File: src/rtl/irbse_pkg.sv
package irbse_pkg;

  localparam int unsigned ByteW  = 8;
  localparam int unsigned CountW = 4;
  localparam int unsigned ModeW  = 3;
  localparam int unsigned SymW   = 3;
  localparam int unsigned IdxW   = 3;
  localparam logic [CountW-1:0] MaxBits = CountW'(ByteW);

  localparam logic [ModeW-1:0] MODE_PD_LSB  = 3'd0;
  localparam logic [ModeW-1:0] MODE_PD_MSB  = 3'd1;
  localparam logic [ModeW-1:0] MODE_WIDE    = 3'd2;
  localparam logic [ModeW-1:0] MODE_PAIR    = 3'd3;
  localparam logic [ModeW-1:0] MODE_ZENITH  = 3'd4;
  localparam logic [ModeW-1:0] MODE_MANCH   = 3'd5;
  localparam logic [ModeW-1:0] MODE_RSVD_LO = 3'd6;
  localparam logic [ModeW-1:0] MODE_RSVD_HI = 3'd7;
  localparam logic [ModeW-1:0] CodingModeRst = MODE_PD_LSB;

  localparam logic [SymW-1:0] SYM_0 = 3'd0;
  localparam logic [SymW-1:0] SYM_1 = 3'd1;
  localparam logic [SymW-1:0] SYM_2 = 3'd2;
  localparam logic [SymW-1:0] SYM_3 = 3'd3;
  localparam logic [SymW-1:0] SYM_4 = 3'd4;

  typedef struct packed {
    logic [ByteW-1:0]  code_byte;
    logic [CountW-1:0] bit_count;
    logic              frame_final;
  } in_item_t;

  typedef struct packed {
    logic [SymW-1:0] symbol;
    logic            byte_done;
    logic            frame_done;
  } out_item_t;

  typedef struct packed {
    logic [SymW-1:0] symbol;
    logic            two_sym;
  } sym_res_t;

  typedef enum logic {
    ST_IDLE,
    ST_RUN
  } state_t;

endpackage

File: src/rtl/ir_bit_symbol_encoder_unit.sv
// Infrared bit-to-symbol encoder.
// Input channel in_valid/in_stall/in_data carries one code byte, the number
// of its low bits to send (counts above eight act as eight) and a
// last-of-frame mark. Output channel out_valid/out_stall/out_data carries
// one timing symbol per item with last-of-byte and last-of-frame flags.
// cfg_wr_en/cfg_wr_data write the coding mode; write it only while idle.
// A byte is taken when the encoder is idle; in_stall stays high while its
// symbols are produced. One symbol goes into the output register per cycle
// while the output is not stalled. The byte is first registered, then its
// first symbol is written to the output register. A byte gives up to 16
// symbols in Zenith and Manchester modes. A byte that gives no symbols
// (zero count, unused mode) is taken and dropped at once.
// One shared bit-select unit makes every symbol, stepped by a bit index and
// a half-symbol phase. When out_stall is high with out_valid set, the output
// register holds and the sequencer waits. Reset clears the sequencer, the
// output valid and sets the coding mode to pulse distance, LSB first.
module ir_bit_symbol_encoder_unit
  import irbse_pkg::*;
(
  input  logic             clk,
  input  logic             rst_n,
  input  logic             in_valid,
  output logic             in_stall,
  input  in_item_t         in_data,
  output logic             out_valid,
  input  logic             out_stall,
  output out_item_t        out_data,
  input  logic             cfg_wr_en,
  input  logic [ModeW-1:0] cfg_wr_data
);

  state_t           state_r, state_nxt;
  logic [ModeW-1:0] mode_r;
  logic [ByteW-1:0] byte_r, byte_nxt;
  logic [IdxW-1:0]  idx_r, idx_nxt;
  logic [CountW-1:0] units_r, units_nxt;
  logic             phase_r, phase_nxt;
  logic             fin_r, fin_nxt;
  logic             out_valid_r, out_valid_nxt;
  out_item_t        out_r, out_nxt;

  logic [CountW-1:0] cnt_sat;
  logic             mode_ok;
  logic             accept;
  logic             slot_free;
  logic             emit;
  logic             last_sym;
  sym_res_t         sres;

  irbse_sym_unit u_sym (
    .mode     (mode_r),
    .code_byte(byte_r),
    .idx      (idx_r),
    .phase    (phase_r),
    .res      (sres)
  );

  assign cnt_sat   = (in_data.bit_count > MaxBits) ? MaxBits : in_data.bit_count;
  assign mode_ok   = (mode_r <= MODE_MANCH);
  assign accept    = in_valid && !in_stall;
  assign slot_free = !out_valid_r || !out_stall;
  assign emit      = (state_r == ST_RUN) && slot_free;
  assign last_sym  = (units_r == CountW'(1)) && !(sres.two_sym && !phase_r);

  assign in_stall  = (state_r != ST_IDLE);
  assign out_valid = out_valid_r;
  assign out_data  = out_r;

  always_comb begin
    state_nxt = state_r;
    unique case (state_r)
      ST_IDLE: begin
        if (accept && mode_ok && (cnt_sat != '0)) begin
          state_nxt = ST_RUN;
        end
      end
      ST_RUN: begin
        if (emit && last_sym) begin
          state_nxt = ST_IDLE;
        end
      end
      default: state_nxt = ST_IDLE;
    endcase
  end

  always_comb begin
    byte_nxt      = byte_r;
    idx_nxt       = idx_r;
    units_nxt     = units_r;
    phase_nxt     = phase_r;
    fin_nxt       = fin_r;
    out_nxt       = out_r;
    out_valid_nxt = out_valid_r && out_stall;
    unique case (state_r)
      ST_IDLE: begin
        if (accept) begin
          byte_nxt  = in_data.code_byte;
          fin_nxt   = in_data.frame_final;
          phase_nxt = 1'b0;
          idx_nxt   = '0;
          units_nxt = cnt_sat;
          if (mode_r == MODE_PD_MSB) begin
            idx_nxt = IdxW'(cnt_sat - CountW'(1));
          end else if (mode_r == MODE_PAIR) begin
            units_nxt = (cnt_sat + CountW'(1)) >> 1;
          end
        end
      end
      ST_RUN: begin
        if (emit) begin
          out_valid_nxt     = 1'b1;
          out_nxt.symbol    = sres.symbol;
          out_nxt.byte_done = last_sym;
          out_nxt.frame_done = last_sym && fin_r;
          if (sres.two_sym && !phase_r) begin
            phase_nxt = 1'b1;
          end else begin
            phase_nxt = 1'b0;
            units_nxt = units_r - CountW'(1);
            priority if (mode_r == MODE_PD_MSB) begin
              idx_nxt = idx_r - IdxW'(1);
            end else if (mode_r == MODE_PAIR) begin
              idx_nxt = idx_r + IdxW'(2);
            end else begin
              idx_nxt = idx_r + IdxW'(1);
            end
          end
        end
      end
      default: begin
        out_valid_nxt = 1'b0;
      end
    endcase
  end

  always_ff @(posedge clk) begin
    if (!rst_n) begin
      state_r     <= ST_IDLE;
      out_valid_r <= 1'b0;
      mode_r      <= CodingModeRst;
    end else begin
      state_r     <= state_nxt;
      out_valid_r <= out_valid_nxt;
      if (cfg_wr_en) begin
        mode_r <= cfg_wr_data;
      end
    end
  end

  always_ff @(posedge clk) begin
    byte_r  <= byte_nxt;
    idx_r   <= idx_nxt;
    units_r <= units_nxt;
    phase_r <= phase_nxt;
    fin_r   <= fin_nxt;
    out_r   <= out_nxt;
  end

endmodule

File: src/rtl/irbse_sym_unit.sv
module irbse_sym_unit
  import irbse_pkg::*;
(
  input  logic [ModeW-1:0] mode,
  input  logic [ByteW-1:0] code_byte,
  input  logic [IdxW-1:0]  idx,
  input  logic             phase,
  output sym_res_t         res
);

  logic [ByteW-1:0] shifted;
  logic             cur_bit;
  logic [1:0]       pair;

  assign shifted = code_byte >> idx;
  assign cur_bit = shifted[0];
  assign pair    = shifted[1:0];

  always_comb begin
    res = '{symbol: SYM_1, two_sym: 1'b0};
    unique case (mode)
      MODE_PD_LSB, MODE_PD_MSB: begin
        res.symbol = cur_bit ? SYM_2 : SYM_1;
      end
      MODE_WIDE: begin
        res.symbol = cur_bit ? SYM_3 : SYM_1;
      end
      MODE_PAIR: begin
        res.symbol = SymW'(pair) + SYM_1;
      end
      MODE_ZENITH: begin
        res.two_sym = ~cur_bit;
        res.symbol  = cur_bit ? SYM_3 : (phase ? SYM_2 : SYM_1);
      end
      MODE_MANCH: begin
        res.two_sym = 1'b1;
        res.symbol  = (cur_bit ^ phase) ? SYM_0 : SYM_1;
      end
      default: begin
        res.symbol = SYM_1;
      end
    endcase
  end

endmodule

File: config.mk
export PLATFORM = sky130hd
export DESIGN_NAME = ir_bit_symbol_encoder_unit
export DESIGN_NICKNAME = d
export VERILOG_FILES = /design/src/rtl/irbse_pkg.sv /design/src/rtl/ir_bit_symbol_encoder_unit.sv /design/src/rtl/irbse_sym_unit.sv
export SDC_FILE = /design/constraint.sdc
export NUM_CORES = 1
export LEC_CHECK = 0
export BUFFER_PORTS_ARGS = -buffer_cell sky130_fd_sc_hd__buf_2
export CORE_ASPECT_RATIO = 0.7
export CORE_MARGIN = 1.5
export CORE_UTILIZATION = 40
export CTS_BUF_LIST = sky130_fd_sc_hd__clkbuf_2 sky130_fd_sc_hd__clkbuf_4 sky130_fd_sc_hd__clkbuf_8
export DETAILED_ROUTE_END_ITERATION = 12
export PLACE_DENSITY = 0.69
export SYNTH_ARGS = -nofsm -noshare
export SYNTH_HDL_FRONTEND = slang
export SYNTH_HIERARCHICAL = 1
export SYNTH_SLANG_ARGS = --single-unit
export TNS_END_PERCENT = 10
File: constraint.sdc
create_clock -name clk -period 5.1 [get_ports clk]
set_input_delay 1.02 -clock clk [delete_from_list [all_inputs] [get_ports clk]]
set_output_delay 1.02 -clock clk [all_outputs]
set_load 0.005 [all_outputs]
# Word level (Yosys, flattened, before mapping)
# Index checks and enable logic that the tools add are counted.
# Widths: inputs -> output; s select.
[word_totals] reg_bits=27 out_inout_bits=7
[classes] add_sub_neg=7 order_cmp=2 n_eq_ne=9 n_shift=1 mux=30 bitwise_logic=3 reduce_logical=22
[ops] op="$mux 4" count=6
[ops] op="$mux 3" count=7
[ops] op="$pmux 3 s5" count=1
[ops] op="$logic_and 1x1->1" count=9
[ops] op="$mux 1" count=8
[ops] op="$pmux 4 s2" count=1
[ops] op="$shr 8x3->2" count=1
[ops] op="$eq 3x2->1 const B" count=2
[ops] op="$eq 3x3->1 const B" count=2
[ops] op="$mux 2" count=3
[ops] op="$pmux 1 s2" count=3
[ops] op="$pmux 3 s2" count=1
[ops] op="$reduce_and 2->1" count=3
[ops] op="$sub 3x1->3 const B" count=2
[ops] op="$logic_not 1->1" count=5
[ops] op="$add 4x1->4 const B" count=1
[ops] op="$eq 4x1->1 const B" count=1
[ops] op="$gt 4x4->1 const B" count=1
[ops] op="$ne 2x2->1 const B" count=2
[ops] op="$reduce_bool 4->1" count=1
[ops] op="$sub 4x1->4 const B" count=1
[ops] op="$add 2x1->3 const B" count=1
[ops] op="$add 3x1->3 const B" count=1
[ops] op="$add 3x2->3 const B" count=1
[ops] op="9 further kinds" count=10

# Depth between registers and ports, before layout
# Gate-level depths: netlist of the first run.
[depth] depth_word=9 ltp_mapped=7 mapped_depth_nobuf=7

# By module
# Netlist of the first run, hierarchy kept.
[modules_own_cells] mod="ir_bit_symbol_encoder_unit" n_inst=1 cells_per_inst=102 area_per_inst_um2=1287.5
[modules_own_cells] mod="irbse_sym_unit" n_inst=1 cells_per_inst=26 area_per_inst_um2=252.7

# Worst setup path after synthesis of the first run
# Ideal clock, no wire load.
[synth_timing] path_kind="reg2reg" from="register idx_r[2]" to="register out_r, in the netlist out_data[3], data pin" arrival_time_ns=2.021 t_required_ns=4.842 slack_ns=2.821 stages_incl_launch_ff=6 n_path_buf=0 period_less_slack_ns=2.279 cell_sequence="edfxtp_1 mux4_1 mux2_4 ha_1 a31o_2 o221a_1"
[synth_lines] element="start, declared" line="ir_bit_symbol_encoder_unit.sv:35" rtl="logic [IdxW-1:0] idx_r, idx_nxt;"
[synth_lines] element="start signal, assigned" line="ir_bit_symbol_encoder_unit.sv:152" rtl="idx_r <= idx_nxt;"
[synth_lines] element="end signal, assigned" line="ir_bit_symbol_encoder_unit.sv:156" rtl="out_r <= out_nxt;"
[synth_lines] element="end, declared" line="ir_bit_symbol_encoder_unit.sv:40" rtl="out_item_t out_r, out_nxt;"

==> impl_metrics.csv, run 1 <==
group,metric,value,unit
run_status,status,"finished, final reports clean",
worst_setup_path,crit_path_top_delay_cell,"mux4_1",
clock_network,clock_latency,0.28,ns
die,die_h,54.92,µm
finish,n_antenna_cell,0,
worst_setup_path,critical_path_class,"flop to flop",
detailed_routing,remaining_drc_errors,0,
synthesis,synth_edf_count,22,
finish,nets,189,
clock_network,clock-root-buffer,"clkbuf_8",
min_path,hp-class,"flop to flop",
timing,relSlewSlack,57.64,%
detailed_routing,ant_nets,0,
timing,skew,0.01330,ns
grt,grt_max_degree,17,
finish,drive_above_1_share,24.20,%
worst_setup_path,crit_chain,"mux4_1 > mux2_4 > a21oi_1 > nor2b_1 > nand2b_1 > nand2_1",
synthesis,synth_area_per_cell,12.03,µm²
clock_network,post_cts_resized,0,
synthesis,synth_nets,159,
finish,stdcell_area,1772,µm²
synthesis,synthXorXnorAreaFrac,2.843,%
worst_setup_path,path_buf_inv,0,
worst_setup_path,critPathCaptureType,"flop",
synthesis,synth_fa_ha_area_share,8.123,%
clock_network,clk_path_buf_depth,2,
synthesis,synth-seq-cells,27,
timing,finalHoldViolCount,0,
die,num_rows,18,
die,io_pins,28,
job,maxCapViolations,0,
synthesis,synth_mux_area_share,11.70,%
worst_setup_path,path_max_fanout,6,
timing,rsz0062_at_grt,"false",
power_and_ir_drop,power_leakage,0.7406,nW
clock_network,tritoncts,"done",
power_and_ir_drop,peakVddDrop,0.0001371,V
clock_network,h-tree-depth,1,
timing,clock.fmax,0.3928,GHz
timing,period_minus_slack,2.546,ns
grt,grt_pass1_wl,4664,µm
clock_network,clkSinkCount,27,
clock_network,hold_buffers,0,
grt,gr-total-overflow,0,
place,dp.final_hpwl,2225,µm
power_and_ir_drop,power_density,305.2,nW/µm²
synthesis,synth.distinct_cells,38,
synthesis,syn_inst,128,
worst_setup_path,critPathArrivalTime,2.52,ns
synthesis,synthArstFlopShare,0,%
place,io_buffers,27,
detailed_routing,routed_wl,2901,µm
timing,final.setup.tns,0,ns
die,start_util,42.74,%
synthesis,ys.flop_type,"edfxtp_1",
synthesis,synth_top_family_by_area,"compound AO/OA/AOI/OAI gates",
place,place.gp.congestion,0.7856,
power_and_ir_drop,total_power,540.7,µW
synthesis,synth_compound_area_share,12.27,%
die,die-area,4238,µm²
detailed_routing,vias_per_cell,5.246,
clock_network,cts_setup_buffers,0,
timing,tightest_slew,0.6354,ns
die,fp.coreArea,3603,µm²
worst_setup_path,crit_family,"multiplexers",
clock_network,numCtsBuffers,3,
clock_network,path_clk_slew,0.10,ns
finish,final_cells,207,
die,die_x,77.17,µm
finish,layout-area-overhead-vs-synth,15.03,%
timing,slew_violations,0,
timing,period_share,49.92,%
detailed_routing,wire_per_inst,14.01,µm
finish,num-fill-cells,331,
worst_setup_path,slowest_delay,0.60,ns
grt,first_global_vias,1015,
detailed_routing,firstDrtPassIters,4,
worst_setup_path,critPathRequiredTime,5.07,ns
synthesis,yosysSeqAreaShare,49.39,%
grt,antenna_found_initial,0,
detailed_routing,via_count,1086,
worst_setup_path,start_kind,"flop",
timing,setup_viol,0,
synthesis,yosys.area_share.simple,11.78,%
grt,grt_usage,14.53,%
place,dpl_cell_area,1723,µm²
synthesis,yosysWarningCount,6,
detailed_routing,drt_iter0_drc,49,
synthesis,syn-cell-area,1540,µm²
place,dp.cells,203,
[registers in the layout (all words and copies together) (netlist names)]
register / count
byte_r: 8
fin_r: 1
idx_r: 3
in_stall: 1
mode_r: 3
out_data: 5
out_valid: 1
phase_r: 1
units_r: 4
[stage by stage]
step	util, %	hold slack, ns	setup WS, ns
after floorplan	-	0.4967	2.821
after global placement	47.81	0.5048	2.624
after detailed placement	47.81	0.5219	2.515
after CTS	49.17	0.5380	2.548
after global routing	49.17	0.5689	2.435
final	49.17	0.5374	2.554
[cells by family (layout without fill, tap and decap cells)]
| group | count (synthesis) | after routing |
|---|---|---|
| multiplexers | 12 | 12 |
| AND/OR/NAND/NOR | 31 | 31 |
| buffers and inverters | 14 | 43 |
| AO/OA/AOI/OAI | 29 | 29 |
| flip-flops | 27 | 27 |
| adder cells (fa/ha/maj) | 10 | 10 |
| XOR/XNOR | 5 | 5 |
[worst register-to-register path, delay by kind of cell (launching register included)]
family | cells | cell delay [ns]
compound gates | 1 | 0.14
flops | 1 | 0.51
mux | 2 | 0.91
simple gates | 3 | 0.70
[synth_stat cells, types with 2 or more instances]
cell | n | area, µm²
nand3_1 | 2 | 10.01
edfxtp_1 | 22 | 660.6
a21oi_1 | 7 | 35.03
o211ai_1 | 2 | 15.01
ha_1 | 10 | 125.1
mux4_1 | 3 | 78.83
xnor2_1 | 4 | 35.03
nor3_1 | 3 | 15.01
mux2i_1 | 6 | 60.06
mux2_4 | 2 | 30.03
nor2b_1 | 6 | 37.54
nand2_1 | 7 | 26.28
nand3b_1 | 2 | 15.01
nand2b_1 | 5 | 31.28
dfxtp_1 | 5 | 100.1
and2_1 | 2 | 12.51
o21ai_0 | 6 | 30.03
o21a_1 | 2 | 15.01
a21o_1 | 3 | 22.52
inv_1 | 11 | 41.29
[worst paths after layout]
kind / slack [ns] / start / end / cells past startpoint
worst max-delay path: 2.55 / idx_r[2] / idx_r[1] / 6
worst min-delay path: 0.54 / out_valid / out_valid / 2
worst max register to register: 2.55 / idx_r[2] / idx_r[1] / 6
worst min register to register: 0.54 / out_valid / out_valid / 2
[per-layer routing]
layer | GRT usage (%) | vias to the layer above | part of all wire, %
li1 | - | 529 | -
met1 | 17.37 | 524 | 46
met2 | 26.46 | 31 | 48
met3 | 4.426 | 2 | 6.1
met4 | 3.636 | 0 | 0.24
met5 | 0 | - | 0
[placed cells by master, fill, tap and decap left out, drive strengths merged, types with 2 or more instances in the layout]
master	synthesis	layout
buf	1	27
nand3	2	2
mux4	3	3
o211ai	2	2
clkbuf	1	3
nor4b	2	2
a21o	3	3
xnor2	4	4
inv	12	12
and2	2	2
nand2b	5	5
mux2i	6	6
o21ai	7	7
nand2	7	7
nand3b	2	2
dfxtp	5	5
nor2b	6	6
a21oi	7	7
ha	10	10
o21a	2	2
nor3	3	3
edfxtp	22	22
mux2	3	3
[power breakdown]
part | switching, mW | internal (mW)
registers | 0.0255 | 0.268
logic | 0.0581 | 0.0634
clock network | 0.0704 | 0.0555
[layout make-up]
class / count / area [µm²] / area share (%)
clock buffers: 3 / 41.29 / 2.331
well taps: 50 / 62.56 / 3.531
clock inverters: 1 / 7.507 / 0.4237
flip-flops and latches: 27 / 760.7 / 42.94
inverters: 12 / 45.04 / 2.542
repair buffers: 27 / 135.1 / 7.627
multi-input cells: 87 / 719.4 / 40.61
No activity file was read; power rests on OpenSTA's default activity.
==> run 2, diff against run 1 <==
--- a/config.mk
+++ b/config.mk
@@ -5,13 +5,14 @@
 export SDC_FILE = /design/constraint.sdc
 export NUM_CORES = 1
 export LEC_CHECK = 0
+export ABC_AREA = 1
 export BUFFER_PORTS_ARGS = -buffer_cell sky130_fd_sc_hd__buf_2
 export CORE_ASPECT_RATIO = 0.7
 export CORE_MARGIN = 1.5
 export CORE_UTILIZATION = 40
 export CTS_BUF_LIST = sky130_fd_sc_hd__clkbuf_2 sky130_fd_sc_hd__clkbuf_4 sky130_fd_sc_hd__clkbuf_8
 export DETAILED_ROUTE_END_ITERATION = 12
-export PLACE_DENSITY = 0.69
+export PLACE_DENSITY = 0.7
 export SYNTH_ARGS = -nofsm -noshare
 export SYNTH_HDL_FRONTEND = slang
 export SYNTH_HIERARCHICAL = 1
==> constraint.sdc (replaced) <==
create_clock -name clk -period 2.1 [get_ports clk]
set_input_delay 0.42 -clock clk [delete_from_list [all_inputs] [get_ports clk]]
set_output_delay 0.42 -clock clk [all_outputs]
set_load 0.005 [all_outputs]
==> run 2 against run 1 <==
Maximum frequency rose by 33%; first-iteration DRC count rose by 35%; die area rose by 8.6%; final area rose by 9.9%; critical path depth rose by 4; count of clock-buffer cells in the layout did not move; largest power group unchanged; sequential power rose by 140%; cell count rose by 43%.
==> impl_metrics.csv, run 2 <==
group,metric,value,unit
run_status,status,"finished, final reports clean",
timing,period_minus_slack,1.921,ns
synthesis,synth_most_common_cell,"nand2_1",
place,io_buffers,27,
finish,post-route-util,49.04,%
timing,period_share,91.46,%
finish,largest_reg_flops,8,
clock_network,clkSinkCount,27,
power_and_ir_drop,power_leakage,0.9578,nW
worst_setup_path,crit_chain,"buf_4 > o21ai_0 > nand2_1 > nand2_1 > nand2_1 > ha_1 > inv_1 > o22ai_1 > inv_1 > nand2_1",
worst_setup_path,cp.depth,10,
grt,use_met2,24.73,%
synthesis,syn-cell-area,1679,µm²
detailed_routing,remaining_drc_errors,0,
finish,n_antenna_cell,0,
synthesis,synth_edf_count,22,
grt,top_usage_layer,"met2",
worst_setup_path,start_kind,"flop",
synthesis,ys_top_cells_by_area,"edfxtp_1, nand2_1, inv_1, ha_1, dfxtp_1",
timing,finalHoldViolCount,0,
clock_network,h-tree-depth,1,
finish,nets,276,
min_path,hp-class,"input pin to flop",
timing,relSlewSlack,65.16,%
worst_setup_path,critical_path_class,"flop to flop",
detailed_routing,drt_iter0_drc,66,
finish,mostFrequentLayoutCell,"nand2_1",
detailed_routing,firstDrtPassIters,4,
synthesis,synthArstFlopShare,0,%
synthesis,syn_inst,210,
worst_setup_path,path_buf_inv,3,
worst_setup_path,crit_family,"flip-flops",
finish,top_register,"byte_r",
worst_setup_path,critPathRequiredTime,2.13,ns
grt,first_global_vias,1266,
worst_setup_path,reg2reg_depth,10,
worst_setup_path,slowest_delay,0.55,ns
detailed_routing,via_count,1408,
clock_network,hold_buffers,0,
die,die-area,4602,µm²
power_and_ir_drop,switching_share,31.35,%
finish,drive_above_1_share,19.26,%
grt,grt_pass1_wl,5402,µm
worst_setup_path,critPathCaptureType,"flop",
power_and_ir_drop,p_int,941.1,µW
synthesis,synth-seq-cells,27,
power_and_ir_drop,p_comb_share,27.6,%
synthesis,synth.distinct_cells,28,
grt,use_met1,20.91,%
min_path,hold_depth,1,
place,place.gp.congestion,0.7990,
timing,skew,0.003968,ns
detailed_routing,vias_per_cell,4.757,
clock_network,tritoncts,"done",
die,die_h,57.21,µm
timing,final.setup.tns,0,ns
clock_network,numCtsBuffers,3,
power_and_ir_drop,netSwitchingPower,429.8,µW
synthesis,synth_commonest_cells,"nand2_1, inv_1, edfxtp_1",
timing,clock.fmax,0.5207,GHz
clock_network,clk_path_buf_depth,2,
grt,grt_max_degree,16,
detailed_routing,ant_nets,0,
die,fp.coreArea,3970,µm²
grt,antenna_found_initial,0,
power_and_ir_drop,peakVddDrop,0.0002856,V
finish,multiInputGateArea,737.0,µm²
finish,layout-area-overhead-vs-synth,15.95,%
die,start_util,42.29,%
finish,mostFrequentLayoutCells,"nand2_1, inv_1, buf_2, edfxtp_1, nor2_1",
die,num_rows,19,
worst_setup_path,path_max_fanout,8,
grt,gr-total-overflow,0,
job,maxCapViolations,0,
detailed_routing,wire_per_inst,10.96,µm
grt,grt_usage,15.35,%
clock_network,path_clk_slew,0.09,ns
timing,tightest_slew,0.5226,ns
synthesis,yosysSeqAreaShare,45.31,%
synthesis,yosys.area.top_type_share,39.34,%
timing,setup_viol,0,
worst_setup_path,critPathArrivalTime,1.95,ns
place,dp.final_hpwl,2579,µm
power_and_ir_drop,pwr-share-seq,51.6,%
worst_setup_path,crit_path_top_delay_cell,"edfxtp_1",
clock_network,clock_latency,0.27,ns
worst_setup_path,cpMostUsedCell,"nand2_1",
finish,seqCellArea,760.7,µm²
synthesis,synth_area_per_cell,7.996,µm²
power_and_ir_drop,pwr-share-clk,20.8,%
die,die_x,80.44,µm
synthesis,yosysWarningCount,6,
timing,slew_violations,0,
synthesis,synth_area_leader_cell,"edfxtp_1",
timing,rsz0062_at_grt,"false",
power_and_ir_drop,power_density,704.2,nW/µm²
grt,met3_usage,4.640,%
die,io_pins,28,
finish,num-fill-cells,405,
detailed_routing,routed_wl,3245,µm
synthesis,synth_nets,241,
synthesis,ys.flop_type,"edfxtp_1",
clock_network,clock-root-buffer,"clkbuf_8",
-- run 2: logic make-up after synthesis --
| kind of cell | synth area share [%] |
|---|---|
| multiplexers | 0.5961 |
| adder cells (fa/ha/maj) | 7.452 |
| buffers and inverters | 10.80 |
| AO/OA/AOI/OAI | 8.793 |
| AND/OR/NAND/NOR | 25.48 |
| XOR/XNOR | 1.565 |
| flip-flops | 45.31 |
-- run 2: per-layer routing --
metal | share of wire [%] | vias up
li1 | - | 739
met1 | 49 | 634
met2 | 46 | 33
met3 | 5.0 | 2
met4 | 0.40 | 0
met5 | 0 | -
-- run 2: path summary, 6_finish.rpt --
check / to / slack (ns) / startpoint
max: out_data[3] / 0.18 / idx_r[0]
max reg2reg: out_data[3] / 0.18 / idx_r[0]
min: byte_r[7] / 0.32 / in_data[12]
min reg2reg: out_valid / 0.53 / out_valid
-- run 2: power by group through the flow --
stage	Clock (mW)	Sequential (mW)	Combinational [mW]
floorplan	0	0.705	0.271
global placement	0	0.720	0.353
detailed placement	0	0.723	0.365
CTS	0.297	0.711	0.367
global route	0.316	0.717	0.434
finish	0.285	0.707	0.378
-- run 2: layout make-up --
| class | instances | area share, % |
|---|---|---|
| sequential | 27 | 39.07 |
| multi-input combinational | 139 | 37.85 |
| timing repair buffer | 32 | 8.869 |
| inverter | 42 | 8.483 |
| tap | 52 | 3.342 |
| clock buffer | 3 | 2.121 |
| clock inverter | 1 | 0.2571 |
-- run 2: timing repair --
action	CTS	global route
buffers inserted	0	2
setup endpoints to repair	0	7
gates resized for setup	0	0
-- run 2: per-stage QoR --
step / instances / hold slack [ns] / worst slack [ns] / power, mW / cell area [µm²]
CTS: 294 / 0.3158 / 0.1586 / 1.374 / 1932
floorplan: 210 / 0.5087 / 0.2046 / 0.9758 / 1679
detailed placement: 290 / 0.5199 / 0.1692 / 1.088 / 1886
finish: 296 / 0.3211 / 0.1794 / 1.371 / 1947
global route: 296 / 0.3046 / 0.04843 / 1.467 / 1947
global placement: 290 / 0.5171 / 0.2298 / 1.074 / 1886
-- run 2: worst reg2reg max path: stages, from the launching register on --
cell	delay, ns
edfxtp_1	0.55
buf_4	0.22
o21ai_0	0.18
nand2_1	0.08
nand2_1	0.07
nand2_1	0.06
ha_1	0.28
inv_1	0.05
o22ai_1	0.07
inv_1	0.06
nand2_1	0.05
